[src/sv/sstf_pkg.sv]
`timescale 1ns / 1ps
// Shared types and constants for the shortest-seek-time-first scheduler.
// No dependencies; used by sstf_req_mem and sstf_disk_scheduler_unit.

package sstf_pkg;

	localparam int MaxReq  = 64;
	localparam int CylW    = 16;
	localparam int IdxW    = $clog2(MaxReq);
	localparam int CntW    = $clog2(MaxReq + 1);
	localparam int SumW    = 23;
	localparam int TotW    = 22;

	typedef enum logic [2:0] {
		ST_IDLE,
		ST_SCAN,
		ST_DRAIN,
		ST_PICK,
		ST_EMIT
	} state_t;

	typedef struct packed {
		logic            we;
		logic [IdxW-1:0] waddr;
		logic [CylW-1:0] wdata;
		logic [IdxW-1:0] raddr;
	} mem_req_t;

endpackage

[src/sv/sstf_req_mem.sv]
`timescale 1ns / 1ps
// Request store: one write port, one read port with registered read data.
// Depends on sstf_pkg for depth, widths and the port struct.

module sstf_req_mem (
	input  logic                     clk,
	input  sstf_pkg::mem_req_t       req,
	output logic [sstf_pkg::CylW-1:0] rd_data_q
);

	logic [sstf_pkg::CylW-1:0] mem [sstf_pkg::MaxReq];

	always_ff @(posedge clk) begin
		if (req.we) begin
			mem[req.waddr] <= req.wdata;
		end
		rd_data_q <= mem[req.raddr];
	end

endmodule

[src/sv/sstf_disk_scheduler_unit.sv]
`timescale 1ns / 1ps
// Top level of the shortest-seek-time-first disk scheduler.
// Depends on sstf_pkg and sstf_req_mem.
//
// Usage:
//   Requests enter on the input channel (in_valid / in_stall), one cylinder
//   per request, and are stored in arrival order, up to 64. A request beyond
//   that is discarded and the batch is flagged as dropped. A request with
//   is_last set closes the batch and starts serving it.
//   Serving emits one result per stored request on the output channel
//   (out_valid / out_stall): cylinder, seek distance, running total, the
//   dropped flag and last_of_run on the final one.
//   Each pick sweeps every stored entry through one distance comparator,
//   one memory read per cycle, and then passes through the drain and pick
//   states before its result is offered on the output channel.
//   A plain request is taken without a stall while idle. in_stall is high
//   while a batch is being served.
//   A stalled result holds its payload; the sweep for the next pick begins
//   only once the current result is taken.
//   start_cylinder is written through cfg_wr_en and is sampled when a batch
//   starts. Reset clears the batch and sets start_cylinder to zero; no
//   clearing pass is needed.

module sstf_disk_scheduler_unit (
	input  logic                      clk,
	input  logic                      arst_n,
	input  logic                      cfg_wr_en,
	input  logic [15:0]               start_cylinder,
	input  logic                      in_valid,
	output logic                      in_stall,
	input  logic [15:0]               request_cylinder,
	input  logic                      is_last,
	output logic                      out_valid,
	input  logic                      out_stall,
	output logic [15:0]               served_cylinder,
	output logic [15:0]               seek_distance,
	output logic [21:0]               total_movement,
	output logic                      dropped,
	output logic                      last_of_run
);

	localparam int CylW = sstf_pkg::CylW;
	localparam int IdxW = sstf_pkg::IdxW;
	localparam int CntW = sstf_pkg::CntW;
	localparam int SumW = sstf_pkg::SumW;
	localparam int TotW = sstf_pkg::TotW;
	localparam logic [CntW-1:0] MaxCnt = CntW'(sstf_pkg::MaxReq);

	sstf_pkg::state_t state_q, state_d;
	sstf_pkg::mem_req_t mem_req;

	logic [CylW-1:0] start_q;
	logic [sstf_pkg::MaxReq-1:0] pending_q;
	logic [CntW-1:0] count_q;
	logic [CntW-1:0] left_q;
	logic [CntW-1:0] scan_q;
	logic [CylW-1:0] head_q;
	logic [SumW-1:0] sum_q;
	logic            ovf_q;

	logic            cmp_vld_s1;
	logic [IdxW-1:0] cmp_idx_s1;
	logic [CylW-1:0] rd_data_s1;

	logic            found_q;
	logic [CylW-1:0] best_d_q;
	logic [CylW-1:0] best_cyl_q;
	logic [IdxW-1:0] best_idx_q;

	logic            out_vld_q;
	logic [CylW-1:0] out_cyl_q;
	logic [CylW-1:0] out_dist_q;
	logic [TotW-1:0] out_tot_q;
	logic            out_drop_q;
	logic            out_last_q;

	logic            in_acc;
	logic            out_acc;
	logic            full;
	logic            scan_end;
	logic            issue;
	logic            cand;
	logic [CylW-1:0] cur_d;
	logic            better;
	logic [SumW-1:0] sum_next;

	assign in_acc   = in_valid && !in_stall;
	assign out_acc  = out_vld_q && !out_stall;
	assign full     = (count_q == MaxCnt);
	assign scan_end = (scan_q == count_q - CntW'(1));

	assign cur_d  = (rd_data_s1 > head_q) ? (rd_data_s1 - head_q) : (head_q - rd_data_s1);
	assign cand   = cmp_vld_s1 && pending_q[cmp_idx_s1];
	assign better = cand && (!found_q || (cur_d < best_d_q));
	assign sum_next = sum_q + SumW'(best_d_q);

	sstf_req_mem u_mem (
		.clk       (clk),
		.req       (mem_req),
		.rd_data_q (rd_data_s1)
	);

	always_comb begin
		state_d = state_q;
		case (state_q)
			sstf_pkg::ST_IDLE: begin
				if (in_acc && is_last) begin
					state_d = sstf_pkg::ST_SCAN;
				end
			end
			sstf_pkg::ST_SCAN: begin
				if (scan_end) begin
					state_d = sstf_pkg::ST_DRAIN;
				end
			end
			sstf_pkg::ST_DRAIN: state_d = sstf_pkg::ST_PICK;
			sstf_pkg::ST_PICK:  state_d = sstf_pkg::ST_EMIT;
			sstf_pkg::ST_EMIT: begin
				if (out_acc) begin
					state_d = (left_q == '0) ? sstf_pkg::ST_IDLE : sstf_pkg::ST_SCAN;
				end
			end
			default: state_d = sstf_pkg::ST_IDLE;
		endcase
	end

	always_comb begin
		in_stall      = (state_q != sstf_pkg::ST_IDLE);
		issue         = (state_q == sstf_pkg::ST_SCAN);
		mem_req.we    = (state_q == sstf_pkg::ST_IDLE) && in_acc && !full;
		mem_req.waddr = count_q[IdxW-1:0];
		mem_req.wdata = request_cylinder;
		mem_req.raddr = scan_q[IdxW-1:0];
	end

	assign out_valid       = out_vld_q;
	assign served_cylinder = out_cyl_q;
	assign seek_distance   = out_dist_q;
	assign total_movement  = out_tot_q;
	assign dropped         = out_drop_q;
	assign last_of_run     = out_last_q;

	always_ff @(posedge clk or negedge arst_n) begin
		if (!arst_n) begin
			state_q    <= sstf_pkg::ST_IDLE;
			start_q    <= '0;
			pending_q  <= '0;
			count_q    <= '0;
			left_q     <= '0;
			scan_q     <= '0;
			head_q     <= '0;
			sum_q      <= '0;
			ovf_q      <= 1'b0;
			cmp_vld_s1 <= 1'b0;
			found_q    <= 1'b0;
			out_vld_q  <= 1'b0;
		end else begin
			state_q    <= state_d;
			cmp_vld_s1 <= issue;
			if (cfg_wr_en) begin
				start_q <= start_cylinder;
			end
			if (issue) begin
				scan_q <= scan_q + CntW'(1);
			end
			if (better) begin
				found_q <= 1'b1;
			end
			case (state_q)
				sstf_pkg::ST_IDLE: begin
					if (in_acc) begin
						if (!full) begin
							pending_q[count_q[IdxW-1:0]] <= 1'b1;
							count_q <= count_q + CntW'(1);
						end else begin
							ovf_q <= 1'b1;
						end
						if (is_last) begin
							head_q  <= start_q;
							sum_q   <= '0;
							left_q  <= full ? count_q : count_q + CntW'(1);
							scan_q  <= '0;
							found_q <= 1'b0;
						end
					end
				end
				sstf_pkg::ST_PICK: begin
					pending_q[best_idx_q] <= 1'b0;
					head_q    <= best_cyl_q;
					sum_q     <= sum_next;
					left_q    <= left_q - CntW'(1);
					out_vld_q <= 1'b1;
				end
				sstf_pkg::ST_EMIT: begin
					if (out_acc) begin
						out_vld_q <= 1'b0;
						scan_q    <= '0;
						found_q   <= 1'b0;
						if (left_q == '0) begin
							count_q <= '0;
							sum_q   <= '0;
							ovf_q   <= 1'b0;
							head_q  <= start_q;
						end
					end
				end
				default: begin
				end
			endcase
		end
	end

	always_ff @(posedge clk) begin
		cmp_idx_s1 <= scan_q[IdxW-1:0];
		if (better) begin
			best_d_q   <= cur_d;
			best_cyl_q <= rd_data_s1;
			best_idx_q <= cmp_idx_s1;
		end
		if (state_q == sstf_pkg::ST_PICK) begin
			out_cyl_q  <= best_cyl_q;
			out_dist_q <= best_d_q;
			out_tot_q  <= sum_next[TotW-1:0];
			out_drop_q <= ovf_q;
			out_last_q <= (left_q == CntW'(1));
		end
	end

endmodule
[config.mk]
export PLATFORM = sky130hd
export DESIGN_NAME = sstf_disk_scheduler_unit
export DESIGN_NICKNAME = d
export VERILOG_FILES = /design/src/sv/sstf_pkg.sv /design/src/sv/sstf_req_mem.sv /design/src/sv/sstf_disk_scheduler_unit.sv
export SDC_FILE = /design/constraint.sdc
export NUM_CORES = 1
export LEC_CHECK = 0
export BUFFER_PORTS_ARGS = -buffer_cell sky130_fd_sc_hd__buf_4
export CAP_MARGIN = 20
export CORE_UTILIZATION = 62
export DETAILED_ROUTE_END_ITERATION = 8
export PLACE_DENSITY_LB_ADDON = 0.1
export SLEW_MARGIN = 15
export SYNTH_ARGS = -nofsm -noshare
export SYNTH_HDL_FRONTEND = slang
export SYNTH_SLANG_ARGS = --single-unit
[constraint.sdc]
create_clock -name clk -period 18.8 [get_ports clk]
set_clock_uncertainty 0.15 [all_clocks]
set_input_delay 4.7 -clock clk [delete_from_list [all_inputs] [get_ports clk]]
set_output_delay 4.7 -clock clk [all_outputs]
set_load 0.005 [all_outputs]
==> flow_metrics.env, run 1 <==
export IMPL_worstSkewPairLatency_ps=710
export IMPL_maxcap_violations=0
export IMPL_finalWorstPathRequiredPeriod_ps=7210
export IMPL_compound_gate_fraction_of_synth_area=0.0405
export IMPL_finalHoldViolCount=0
export IMPL_timing_slew_headroom=0.283
export IMPL_port_buffers=95
export IMPL_drive_gt1_frac=0.254
export IMPL_hpwlAfterDp_um=74600
export IMPL_global_route_usage_met1=0.429
export IMPL_cts_setup_buffers=0
export IMPL_global_route_peak_usage_layer="met2"
export IMPL_netlist_area_um2=51900
export IMPL_cts_tree="yes"
export IMPL_layout_cell_area_non_filler_um2=58000
export IMPL_slew_viol_final=0
export IMPL_worstPathRequired_ps=18960
export IMPL_rsz_0062_raised_after_global_routing="no"
export IMPL_ys_ff_latch=1286
export IMPL_die_height_um=291
export IMPL_grt_overflow_total=0
export IMPL_ys_async_sr_fraction=0.114
export IMPL_gp_routability_congestion=0.911
export IMPL_route_antenna_remaining_nets=0
export IMPL_number_of_clock_sinks=1286
export IMPL_finish_net_count=2968
export IMPL_synth_top_area_frac=0.646
export IMPL_setup_viol=0
export IMPL_grt_start_max_net_pins=79
export IMPL_synthMuxAreaShare=0.162
export IMPL_drt_wirelength_per_cell_um=30.0
export IMPL_cts_htree_levels=3
export IMPL_cellPowerDensity_nw_per_um2=160
export IMPL_min_delay_path_class="reg2reg"
export IMPL_tightest_slew_ps=1080
export IMPL_critical_path_arrival_ps=7360
export IMPL_number_of_antenna_violations_at_the_first_check_in_global_routing=4
export IMPL_floorplan_initialDensity=0.630
export IMPL_via_density_per_instance=6.63
export IMPL_rows=105
export IMPL_drt_pre_antenna_iters=8
export IMPL_grt_pass1_vias=26573
export IMPL_ios=96
export IMPL_clkSlewWorstSetupHoldPaths_ps=60
export IMPL_top_post_synthesis_cells_by_count="1,118 x sky130_fd_sc_hd__edfxtp_1, 351 x sky130_fd_sc_hd__mux4_2, 146 x sky130_fd_sc_hd__dfrtp_1"
export IMPL_route_vias_total=26747
export IMPL_post_synth_inst_count=2704
export IMPL_period_share=0.383
export IMPL_chipWidth_um=291
export IMPL_drcViolationCount=0
export IMPL_count_of_cell_types_in_the_netlist=73
export IMPL_syn_avg_cell_area_um2=19.2
export IMPL_synth_area_leaders="sky130_fd_sc_hd__edfxtp_1 65%, sky130_fd_sc_hd__mux4_2 15%, sky130_fd_sc_hd__dfrtp_1 7.0%"
export IMPL_cts_root_buffer="sky130_fd_sc_hd__clkbuf_16"
export IMPL_synth_largest_area_cell="sky130_fd_sc_hd__edfxtp_1"
export IMPL_grt_util_met2=0.456
export IMPL_fin_tns_setup_ps=0
export IMPL_setup_worst_path_start_class="input port"
export IMPL_wl_um=121000
export IMPL_maxClockFrequency_mhz=139
export IMPL_cts_made_buffers=121
export IMPL_cts_hold_buf=0
export IMPL_placeableCoreArea_um2=82500
export IMPL_grt_pass1_wl_um=178000
export IMPL_cellLeakagePower_nw=19.3
export IMPL_syn_to_final_growth_pct=11.7
export IMPL_post_cts_resize_count=0
export IMPL_grt_util_met3=0.0502
export IMPL_number_of_flops_mapped_to_enable_cells_by_yosys=1118
export IMPL_main_combinational_cell_family_by_area_after_synthesis="multiplexers"
export IMPL_critical_path_peak_fanout=16
export IMPL_postSynth_topFlopCell="sky130_fd_sc_hd__edfxtp_1"
export IMPL_outcome="finished, final reports clean"
export IMPL_full_die_area_um2=84900
export IMPL_cts_path_max_buffers=3
export IMPL_detailed_place_area_um2=54100
export IMPL_gr_usage_all_layers=0.291
export IMPL_net_count_after_synthesis=2812
export IMPL_synthXorXnorAreaFrac=0.00894
export IMPL_synthesis_yosys_warnings=0
export IMPL_drt_iter0_drc=3105
export IMPL_synthAdderAreaFrac=0.0173
export IMPL_criticalPathCategory="in2reg"
export IMPL_synth_sequential_area_ratio=0.725
export IMPL_most_frequent_cell_after_synthesis="sky130_fd_sc_hd__edfxtp_1"
export IMPL_synth_simple_gate_area_share=0.0290
export IMPL_timing_critical_path_to_type="flip-flop"
export IMPL_vdd_ir_drop_worst_v=0.000149
-- worst paths after layout --
path / slack (ps) / cells after the start / to / from
worst max-delay path: 11590 / 6 / u_mem.mem[55][3] / in_valid
worst min-delay path: 300 / 0 / served_cylinder[14] / best_cyl_q[14]
worst max register to register: 13220 / 19 / best_d_q[1] / head_q[12]
worst min register to register: 300 / 0 / served_cylinder[14] / best_cyl_q[14]
max in group asynchronous: 13500 / 3 / pending_q[59] / arst_n
min in group asynchronous: 3850 / 1 / ovf_q / arst_n
-- critical path, stage by stage --
cell and delay (ps):
sky130_fd_sc_hd__buf_4 100, sky130_fd_sc_hd__inv_1 90, sky130_fd_sc_hd__or2_1 330, sky130_fd_sc_hd__nor2_1 500
sky130_fd_sc_hd__nand3_1 700, sky130_fd_sc_hd__nor2_2 930
-- power by group --
group          total [mW]  internal (mW)  switching [mW]
Sequential           3.71           3.44           0.270
Combinational        3.18           1.37            1.81
Clock                2.36           1.32            1.04
-- metrics by stage --
| stage | utilization | total power [mW] | hold WS (ps) | cells | setup slack (ps) |
|---|---|---|---|---|---|
| final | 0.703 | 9.25 | 296 | 4037 | 11590 |
| after floorplan | - | 5.85 | 195 | 2704 | 11770 |
| after global routing | 0.703 | 9.64 | 301 | 4032 | 11540 |
| after CTS | 0.702 | 9.28 | 297 | 4030 | 11740 |
| after detailed placement | 0.655 | 6.94 | 283 | 3805 | 11020 |
| after global placement | 0.655 | 6.87 | 275 | 3805 | 11160 |
-- layout make-up --
type,instances,area (um^2)
multi-input cells,1195,13400
well taps,1070,1340
diodes,5,12.5
inverters,75,284
fillers,5057,24500
clock inverters,72,618
flip-flops and latches,1286,37700
repair buffers,181,1400
clock buffers,153,3250
-- cell families after synthesis --
kind of cell             after synthesis
AND/OR/NAND/NOR                      325
flip-flops                          1286
buffers and inverters                223
XOR/XNOR                              53
adder cells (fa/ha/maj)               70
AO/OA/AOI/OAI                        349
multiplexers                         398
-- routing by layer --
| layer | vias up | wire length (um) |
|---|---|---|
| met3 | 199 | 11200 |
| met1 | 13907 | 48200 |
| met4 | 6 | 3810 |
| li1 | 11223 | - |
| met5 | - | 44 |
| met2 | 1412 | 57900 |
-- sequential cells by signal, indices dropped and copies added (netlist names), 3 cells and up --
signal	cells
u_mem.mem	1024
pending_q	64
sum_q	22
total_movement	22
best_cyl_q	16
best_d_q	16
head_q	16
seek_distance	16
served_cylinder	16
start_q	16
u_mem.rd_data_q	16
count_q	7
left_q	7
scan_q	7
best_idx_q	6
cmp_idx_s1	6
state_q	3
-- layout by cell type (no fill, tap or decap), types with 7 or more instances in the layout --
| master | netlist | final |
|---|---|---|
| sky130_fd_sc_hd__dfxtp_1 | 22 | 21 |
| sky130_fd_sc_hd__o21ai_1 | 62 | 62 |
| sky130_fd_sc_hd__clkbuf_1 | 100 | 24 |
| sky130_fd_sc_hd__a22o_1 | 20 | 20 |
| sky130_fd_sc_hd__o21ai_0 | 121 | 121 |
| sky130_fd_sc_hd__a21oi_1 | 57 | 55 |
| sky130_fd_sc_hd__nand2_1 | 76 | 76 |
| sky130_fd_sc_hd__xor2_1 | 26 | 26 |
| sky130_fd_sc_hd__or3_1 | 12 | 12 |
| sky130_fd_sc_hd__clkinv_1 | 0 | 20 |
| sky130_fd_sc_hd__nand2b_1 | 15 | 15 |
| sky130_fd_sc_hd__bufinv_16 | 0 | 7 |
| sky130_fd_sc_hd__nor3_1 | 13 | 12 |
| sky130_fd_sc_hd__a21o_1 | 19 | 19 |
| sky130_fd_sc_hd__nand4_1 | 8 | 8 |
| sky130_fd_sc_hd__mux2i_1 | 30 | 30 |
| sky130_fd_sc_hd__ha_1 | 67 | 67 |
| sky130_fd_sc_hd__dfrtp_1 | 146 | 142 |
| sky130_fd_sc_hd__inv_1 | 74 | 74 |
| sky130_fd_sc_hd__clkbuf_16 | 0 | 123 |
| sky130_fd_sc_hd__xnor2_1 | 27 | 27 |
| sky130_fd_sc_hd__and3_1 | 9 | 9 |
| sky130_fd_sc_hd__edfxtp_1 | 1118 | 1118 |
| sky130_fd_sc_hd__mux4_2 | 351 | 351 |
| sky130_fd_sc_hd__clkinv_2 | 0 | 33 |
| sky130_fd_sc_hd__nor2_1 | 123 | 121 |
| sky130_fd_sc_hd__mux2_2 | 16 | 16 |
| sky130_fd_sc_hd__nand3_1 | 33 | 33 |
| sky130_fd_sc_hd__nand3b_1 | 7 | 7 |
| sky130_fd_sc_hd__buf_4 | 1 | 178 |
No activity file was read; power rests on OpenSTA's default activity.
==> run 2, diff against run 1 <==
Settings changed: CORE_UTILIZATION 62 to 56.
Clock period 18.8 ns to 6.15 ns, I/O delays scaled along.
==> run 2 against run 1 <==
Sequential share of layout area down 0.99 points. Cell count grew 5.1%. Clock-buffer cell count grew 16. Worst setup slack worse by 11000 ps. Combinational power grew to 3.0 times the previous value. Routed wire length fell by 0.19%. Non-clock buffer count up 14. Flip-flop and latch count did not move. Sequential power rose to 3.0 times the previous value. Critical path type is now reg2reg. Register-to-register slack worse by 12000 ps. Hold slack worse by 5.2 ps.
==> flow_metrics.env, run 2 (synthesized netlist as in run 1, its figures left out) <==
export IMPL_flop_to_flop_setup_slack_ps=740
export IMPL_rsz_0062_raised_after_global_routing="no"
export IMPL_cp_startpoint="head_q[12]"
export IMPL_reg2reg_start="head_q[12]"
export IMPL_grt_start_max_net_pins=85
export IMPL_wl_um=121000
export IMPL_number_of_antenna_violations_at_the_first_check_in_global_routing=2
export IMPL_drive_gt1_frac=0.258
export IMPL_worstSkewPairLatency_ps=750
export IMPL_die_height_um=307
export IMPL_route_antenna_remaining_nets=0
export IMPL_crit_chain="inv_1 -> ha_1 -> nand2_1 -> or3_1 -> nor4_1 -> o21ba_2 -> o211ai_1 -> nand2_1 -> xnor2_1 -> ha_1 -> a21o_1 -> a21o_1 -> a21oi_1 -> o21ai_1 -> o21ai_0 -> nand2b_1 -> a221o_1 -> a21oi_4 -> buf_12"
export IMPL_full_die_area_um2=94000
export IMPL_ios=96
export IMPL_clkSlewWorstSetupHoldPaths_ps=60
export IMPL_outcome="finished, final reports clean"
export IMPL_post_cts_resize_count=0
export IMPL_cts_made_buffers=135
export IMPL_tightest_slew_ps=1070
export IMPL_min_delay_path_class="reg2reg"
export IMPL_chipWidth_um=307
export IMPL_r2r_worst_path_cells=19
export IMPL_grt_overflow_total=0
export IMPL_timing_critical_path_slowest_cell_delay_ps=460
export IMPL_vdd_ir_drop_worst_v=0.000539
export IMPL_cts_root_buffer="sky130_fd_sc_hd__clkbuf_16"
export IMPL_critPathCapture="best_cyl_q[6]"
export IMPL_drt_iter0_drc=2865
export IMPL_layout_cells_most_common="sky130_fd_sc_hd__edfxtp_1"
export IMPL_gr_usage_all_layers=0.264
export IMPL_grt_pass1_wl_um=179000
export IMPL_cellPowerDensity_nw_per_um2=491
export IMPL_placeableCoreArea_um2=91800
export IMPL_final_cell_mix="1,118 x sky130_fd_sc_hd__edfxtp_1, 351 x sky130_fd_sc_hd__mux4_2, 186 x sky130_fd_sc_hd__buf_4"
export IMPL_hpwlAfterDp_um=71600
export IMPL_setup_worst_path_start_class="flip-flop"
export IMPL_cts_tree="yes"
export IMPL_utilization=0.641
export IMPL_finalHoldViolCount=0
export IMPL_cts_htree_levels=4
export IMPL_drcViolationCount=0
export IMPL_cts_hold_buf=0
export IMPL_rows=111
export IMPL_syn_to_final_growth_pct=13.4
export IMPL_finalWorstPathRequiredPeriod_ps=5410
export IMPL_worst_path_max_delay_cell="sky130_fd_sc_hd__or3_1"
export IMPL_maxClockFrequency_mhz=185
export IMPL_grt_pass1_vias=27048
export IMPL_route_vias_total=26575
export IMPL_slew_viol_final=0
export IMPL_whs_ps=291
export IMPL_cts_path_max_buffers=3
export IMPL_drt_wirelength_per_cell_um=28.5
export IMPL_criticalPathCategory="reg2reg"
export IMPL_floorplan_initialDensity=0.566
export IMPL_cellLeakagePower_nw=19.6
export IMPL_fin_tns_setup_ps=0
export IMPL_largest_reg_flops=1024
export IMPL_finish_net_count=2996
export IMPL_drt_pre_antenna_iters=7
export IMPL_detailed_place_area_um2=54500
export IMPL_period_share=0.879
export IMPL_maxcap_violations=0
export IMPL_critical_path_arrival_ps=5690
export IMPL_port_buffers=95
export IMPL_timing_critical_path_to_type="flip-flop"
export IMPL_layout_cell_area_non_filler_um2=58900
export IMPL_largest_register="u_mem.mem"
export IMPL_cts_setup_buffers=0
export IMPL_timing_slew_headroom=0.283
export IMPL_crit_reg2reg_capture="best_cyl_q[6]"
export IMPL_fillers=6184
export IMPL_setup_viol=0
export IMPL_gp_routability_congestion=0.884
export IMPL_reg_largest_list="u_mem.mem x1024, pending_q x64"
export IMPL_number_of_clock_sinks=1286
export IMPL_critical_path_peak_fanout=27
export IMPL_worstPathRequired_ps=6430
export IMPL_via_density_per_instance=6.26
-- run 2: changes by cell type in the layout (fill, tap and decap cells not counted), moves of 5 or more --
| cell | previous run | this run |
|---|---|---|
| sky130_fd_sc_hd__inv_6 | 1 | 6 |
| sky130_fd_sc_hd__buf_4 | 178 | 186 |
| sky130_fd_sc_hd__buf_12 | 0 | 8 |
| sky130_fd_sc_hd__clkbuf_16 | 123 | 136 |
| sky130_fd_sc_hd__bufinv_16 | 7 | 13 |
| sky130_fd_sc_hd__clkbuf_1 | 24 | 30 |
| sky130_fd_sc_hd__clkinv_2 | 33 | 18 |
| sky130_fd_sc_hd__clkinv_1 | 20 | 29 |
-- run 2: worst max-delay path: cells and delay by family (launching register included) --
kind	cells	cell delay, ps
AO/OA/AOI/OAI	9	2100
AND/OR/NAND/NOR	5	1210
adder cells (fa/ha/maj)	2	700
flip-flops	1	380
buffers and inverters	2	320
XOR/XNOR	1	220
-- run 2: stage by stage --
stage / instances / total power [mW] / setup slack, ps
after floorplan: 2704 / 17.8 / 29.7
after global placement: 3994 / 20.9 / 841
after detailed placement: 3994 / 21.1 / 771
after CTS: 4241 / 29.1 / 767
after global routing: 4241 / 30.2 / 358
final: 4243 / 28.9 / 744
-- run 2: worst min-delay path by stage --
stage / start / end / cells past startpoint
6_report: cmp_idx_s1[4] / best_idx_q[4] / 0
5_1_grt: u_mem.rd_data_q[15] / best_cyl_q[15] / 0
4_1_cts: cmp_idx_s1[4] / best_idx_q[4] / 0
3_5_place_dp: u_mem.rd_data_q[15] / best_cyl_q[15] / 0
3_3_place_gp: cmp_idx_s1[4] / best_idx_q[4] / 0
2_1_floorplan: scan_q[2] / cmp_idx_s1[2] / 0
-- run 2: layout make-up --
type | instances | area, um^2 | area share
antenna | 2 | 5.00 | 0.0000850
inverter | 75 | 284 | 0.00482
timing repair buffer | 195 | 1570 | 0.0266
sequential | 1286 | 37700 | 0.640
tap | 1243 | 1560 | 0.0264
clock inverter | 78 | 828 | 0.0141
clock buffer | 169 | 3560 | 0.0604
multi-input combinational | 1195 | 13400 | 0.228
-- run 2: power breakdown --
| part | leakage (nW) | switching, mW | internal, mW |
|---|---|---|---|
| registers | 11.9 | 0.795 | 10.5 |
| clock network | 2.13 | 3.34 | 4.69 |
| logic | 5.63 | 5.30 | 4.26 |
-- run 2: layer usage --
metal / routed length, um / vias up / GRT usage
met3: 8120 / 179 / 0.0434
li1: - / 11303 / -
met4: 2760 / 0 / 0.0774
met5: 0 / - / 0
met1: 49400 / 14037 / 0.368
met2: 60600 / 1056 / 0.435
